File: src/hw/rtl/wrhf_pkg.sv
`default_nettype none
package wrhf_pkg;

  typedef enum logic [1:0] {
    CMD_ADVANCE = 2'd0,
    CMD_RIPPLE  = 2'd1,
    CMD_READ    = 2'd2,
    CMD_NONE    = 2'd3
  } cmd_e;

  localparam logic [4:0] DampResetShift = 5'd12;

  // grid side, tied to the 7-bit coordinate ports
  localparam int GridSize = 128;

  // queued job between front end and engine
  typedef struct packed {
    cmd_e        cmd;
    logic        ok;
    logic [6:0]  x;
    logic [6:0]  z;
    logic [31:0] mag;
  } job_t;

  typedef enum logic [2:0] {
    ST_CLEAR,
    ST_IDLE,
    ST_SWEEP,
    ST_RIPPLE,
    ST_READ,
    ST_RESULT
  } eng_state_e;

endpackage
`default_nettype wire

File: src/hw/rtl/wrhf_front.sv
`default_nettype none
module wrhf_front (
  input  logic             clk_i,
  input  logic             rst_ni,
  input  logic             valid_i,
  output logic             ready_o,
  input  logic [1:0]       command_i,
  input  logic [6:0]       cell_x_i,
  input  logic [6:0]       cell_z_i,
  input  logic [31:0]      magnitude_i,
  output logic             job_valid_o,
  input  logic             job_ready_i,
  output wrhf_pkg::job_t   job_o
);
  import wrhf_pkg::*;

  localparam logic [10:0] GMax = 11'(GridSize);

  // two-entry queue
  job_t       q_mem [2];
  logic       wr_ptr_q, rd_ptr_q;
  logic [1:0] cnt_q;
  job_t       job_d;
  logic       push, pop;
  logic [10:0] xw, zw;

  always_comb begin
    xw = {4'd0, cell_x_i};
    zw = {4'd0, cell_z_i};
    job_d.cmd = cmd_e'(command_i);
    job_d.x   = cell_x_i;
    job_d.z   = cell_z_i;
    job_d.mag = magnitude_i;
    case (cmd_e'(command_i))
      CMD_RIPPLE: job_d.ok = (xw > 11'd2) && (xw < GMax - 11'd1) &&
                             (zw > 11'd2) && (zw < GMax - 11'd1);
      CMD_READ:   job_d.ok = (xw > 11'd2) && (xw < GMax) &&
                             (zw > 11'd2) && (zw < GMax);
      default:    job_d.ok = 1'b0;
    endcase
  end

  assign ready_o     = (cnt_q != 2'd2);
  assign push        = valid_i && ready_o;
  assign job_valid_o = (cnt_q != 2'd0);
  assign pop         = job_valid_o && job_ready_i;
  assign job_o       = q_mem[rd_ptr_q];

  always_ff @(posedge clk_i) begin
    if (push) q_mem[wr_ptr_q] <= job_d;
  end

  always_ff @(posedge clk_i or negedge rst_ni) begin
    if (!rst_ni) begin
      wr_ptr_q <= 1'b0;
      rd_ptr_q <= 1'b0;
      cnt_q    <= 2'd0;
    end else begin
      if (push) wr_ptr_q <= ~wr_ptr_q;
      if (pop)  rd_ptr_q <= ~rd_ptr_q;
      cnt_q <= cnt_q + {1'b0, push} - {1'b0, pop};
    end
  end
endmodule
`default_nettype wire

File: config.mk
export PLATFORM = sky130hd
export DESIGN_NAME = wrhf_front
export DESIGN_NICKNAME = d
export VERILOG_FILES = /design/src/hw/rtl/wrhf_pkg.sv /design/src/hw/rtl/wrhf_front.sv
export SDC_FILE = /design/constraint.sdc
export NUM_CORES = 1
export LEC_CHECK = 0
export BUFFER_PORTS_ARGS = -buffer_cell sky130_fd_sc_hd__buf_2
export CAP_MARGIN = 30
export CORE_MARGIN = 2
export CORE_UTILIZATION = 40
export CTS_CLUSTER_SIZE = 14
export DETAILED_ROUTE_END_ITERATION = 16
export HOLD_SLACK_MARGIN = 0.03
export PLACE_DENSITY = 0.67
export RECOVER_POWER = 25
export SKIP_CTS_REPAIR_TIMING = 1
export SLEW_MARGIN = 20
export SYNTH_ARGS = -nofsm -noshare
export SYNTH_HDL_FRONTEND = slang
export SYNTH_SLANG_ARGS = --single-unit
export TNS_END_PERCENT = 5
File: constraint.sdc
create_clock -name clk_i -period 2.9 [get_ports clk_i]
set_clock_uncertainty 0.1 [all_clocks]
set_input_delay 0.29 -clock clk_i [delete_from_list [all_inputs] [get_ports clk_i]]
set_output_delay 0.29 -clock clk_i [all_outputs]
set_load 0.02 [all_outputs]
## Yosys cells after proc, flatten, opt, wreduce, memory -nomap -nowiden

Memories as Yosys holds them, arrays and structs flattened.
Index checks and enable logic that the tools add are counted.
Widths: inputs -> output; s select.

- Multiplexer cells: 3
- Reduce and logical (&&, ||, !) cells: 7
- Bitwise operators: 2
- Equal/unequal tests: 3
- $lt $le $gt $ge: 4
- Add/subtract/negate cells: 2

Operator list:

| kind | number |
|---|---|
| $gt 7x2->1 const B | 2 |
| $lt 7x7->1 const B | 2 |
| $logic_and 1x1->1 | 6 |
| $add 2x1->2 | 1 |
| $eq 2x1->1 const B | 1 |
| $eq 2x2->1 const B | 1 |
| $mux 1 | 2 |
| $ne 2x2->1 const B | 1 |
| $not 1->1 | 2 |
| $pmux 1 s2 | 1 |
| $reduce_bool 2->1 | 1 |
| $sub 2x1->2 | 1 |

- Input bits: 52
- Memories: 1
- Memory bits (writable): 98
- Flip-flop bits (word level): 4
- Output and inout bits: 51

Memory list:

| name | depth | width | read ports | clocked after memory_dff | write ports | RTL line | source |
|---|---|---|---|---|---|---|---|
| q_mem | 2 | 49 | 1 | 0 | 1 | wrhf_front.sv:20 | `job_t q_mem [2];` |

## Depth between registers and ports, before layout

- Depth in word-level cells: 5
- Mapped depth: 7
- Gate-level depth less buffers: 7

## Worst setup path after synthesis

No wires, ideal clock.

- Kind: reg-to-reg
- Start: register cnt_q[1]
- End: memory q_mem[0][0] in the netlist's numbering (enable)
- Path slack: -471 ps
- Data required time: 2344 ps
- Arrival: 2815 ps
- Buffers on the path: 0
- Clock period less this slack: 3371 ps
- Cell stages (with the launch flop): 4
- Cells stage by stage: dfrtp_1 > nand2b_1 > nand2_1 > nor2_1

- Longest elaborated chain between the ends: 4

RTL lines:

| element | RTL line | source |
|---|---|---|
| start: declaration | wrhf_front.sv:22 | `logic [1:0] cnt_q;` |
| start signal: assignment | wrhf_front.sv:61 | `cnt_q <= cnt_q + {1'b0, push} - {1'b0, pop};` |
| $ne 2x2->1 | wrhf_front.sv:43 | `assign ready_o = (cnt_q != 2'd2);` |
| named net ready_o | wrhf_front.sv:6 | `output logic ready_o,` |
| $logic_and 1x1->1 | wrhf_front.sv:44 | `assign push = valid_i && ready_o;` |
| $mux 1 | wrhf_front.sv:50 | `if (push) q_mem[wr_ptr_q] <= job_d;` |
| $mux 1 (implied by the code) | wrhf_front.sv:50 |  |
| end: declaration | wrhf_front.sv:20 |  |

The timed path passes the listed nets, and every way through them passes these cells.

==> flow_summary.ini <==
[sta]
grt_setup_unrepaired = false
fin_hold_ws_ns = 0.1046
max_slew.worst_pin.slew_ns = 0.7063
setup_ws_ns = 0.7769
final-max-slew-violation-count = 0
finalHoldViolations = 0
setup_violations = 0
slew-limit-headroom_pct = 52.80
fmax_ghz = 0.4710
period_needed_ns = 2.123
tns_ns = 0
period_share_pct = 73.21

[route]
post_drt_wl_per_cell_um = 15.46
vias = 2120
drt_iter0_markers = 85
drt_first_pass_iters = 4
vias_per_cell = 4.609
wirelength_mm = 7.110
drc = 0
final_antenna_net_count = 0

[clocking]
cts_inserted_buffers = 9
cts_sinks = 102
cts_tree = done
path_clk_slew_ns = 0.09
h-tree-depth = 3
clkLatencyLatePin_ns = 0.34
cts_max_path_buffers = 2
root_buffer = clkbuf_8

[critical_path]
cp-start-kind = flop
cp.required_ns = 2.51
crit_fanout = 40
worst_setup_path_end_kind = output pin
worst_ep_arrival_time_ns = 1.73
path_class = flop to output pin

[die]
die-area_um2 = 10410
start_util_pct = 41.40
core_area_um2 = 9284
rows = 35
die_height_um = 102.0
ios = 103
die_w_um = 102.0

[synth]
synthTopCellsByCount = edfxtp_1 (98), mux2_2 (45), buf_4 (5)
avgSynthCellArea_um2 = 20.89
syn_nets = 240
synthesis.instances = 184
yosys-top-cells-area = edfxtp_1 (77%), mux2_2 (13%), dfrtp_1 (2.6%)
yosys.area.top_type_share_pct = 76.56
synth_seq_area_share_pct = 79.17
synth-edff-count = 98
syn-cell-area_um2 = 3844
yosysWarnings = 0
synth_top_area_cell = edfxtp_1
synth_cell_type_count = 23
yosys_register_bits = 102
synth_most_common_cell = edfxtp_1
postSynth.asyncResetShare_pct = 3.922
synth_flop_cell = edfxtp_1

[place]
port_buffers = 102
preCtsSetupSlack_ns = 0.9397
dp_hpwl_mm = 4.473
dpl.cell_count = 412
gp_congestion = 0.6821

[finish]
drive_gt1_share_pct = 43.20
fill_cells = 800
final_cells = 460
num_antenna_cells = 0
seq_area_um2 = 3044
synthToLayoutAreaGrowth_pct = 31.48
multi_input_area_um2 = 755.7
nets = 384

[run_status]
outcome = finished clean

[power]
p_leak_nw = 1.841
power_w = 0.004731
ir_drop_v = 0.0005642
power_density_nw_per_um2 = 936.1

[run]
cap_violations = 0

[global_route]
grt_max_degree = 41
grt_pass1_wl_mm = 10.33
grt_use_total_pct = 13.49
grt_pass1_vias = 2085
antenna_found_initial = 0
grt_overflow = 0

[worst_hold_path]
hold_path_class = primary input to flop
==> final timing paths <==
| kind | startpoint | end | slack, ns | cells past startpoint |
|---|---|---|---|---|
| max in group asynchronous | rst_ni | rd_ptr_q$_DFFE_PN0P_ | 2.29 | 2 |
| min in group asynchronous | rst_ni | cnt_q[1]$_DFF_PN0_ | 0.20 | 2 |
| worst min-delay path | cell_x_i[1] | q_mem[1][40]$_DFFE_PP_ | 0.10 | 1 |
| worst max register to register | cnt_q[1]$_DFF_PN0_ | q_mem[0][37]$_DFFE_PP_ | 0.94 | 4 |
| worst min register to register | cnt_q[1]$_DFF_PN0_ | cnt_q[1]$_DFF_PN0_ | 0.41 | 1 |
| worst max-delay path | rd_ptr_q$_DFFE_PN0P_ | job_o[36] | 0.78 | 3 |
==> layer usage <==
metal  vias up  part of all wire (%)  GRT usage, %
met2        72                    51         22.52
li1       1006                     -             -
met5         -                     0             0
met4         0                  0.59         4.308
met1      1037                    41         16.64
met3         5                   6.5         4.583
==> cell usage in the layout (no fill, tap or decap), drive strengths merged <==
master / instances
a21oi: 1
dfrtp: 4
a211o: 1
nand4: 2
clkbuf: 35
and4: 2
clkinv: 2
nand2b: 1
edfxtp: 98
inv: 3
a2111oi: 1
xor2: 1
and3: 1
nor4: 2
dlygate4sd3: 34
xnor2: 3
a31oi: 1
or2: 1
nor2: 1
mux2: 49
and2: 1
bufinv: 2
clkinvlp: 1
buf: 79
nand2: 1
ha: 4
==> where the power goes <==
part,switching [W],internal [W]
Sequential,0.000115,0.00202
Clock,0.000439,0.000472
Combinational,0.000993,0.000696
Total,0.00155,0.00318
==> state kept, by name (all words and copies together), names as in the netlist <==
register  count
cnt_q         2
q_mem        98
rd_ptr_q      1
wr_ptr_q      1
==> area by class of cell <==
class                   instances  area share [%]
flip-flops and latches        102           60.24
repair buffers                139           17.43
multi-input cells              73           14.95
well taps                     129           3.194
clock buffers                   9           2.451
clock inverters                 5           1.510
inverters                       3          0.2228
==> metrics by stage <==
| step | area [µm²] | utilization [%] |
|---|---|---|
| after detailed placement | 4543 | 48.94 |
| final | 5054 | 54.43 |
| after CTS | 4743 | 51.09 |
| after global routing | 5054 | 54.43 |
| after floorplan | 3846 | - |
| after global placement | 4543 | 48.94 |
==> worst max-delay path, cell delays in order (launching register included) <==
cell,delay [ns]
dfrtp_2,0.55
buf_12,0.29
mux2_2,0.37
buf_2,0.17
==> cells by family (layout without fill, tap and decap cells) <==
kind of cell             after synthesis  count (layout)  synth area share (%)
XOR/XNOR                               4               4                0.9116
multiplexers                          49              49                 14.36
adder cells (fa/ha/maj)                4               4                 1.302
buffers and inverters                  9             156                 1.400
AND/OR/NAND/NOR                       12              12                 1.953
AO/OA/AOI/OAI                          4               4                0.9114
flip-flops                           102             102                 79.17
No activity file was read; power rests on OpenSTA's default activity.
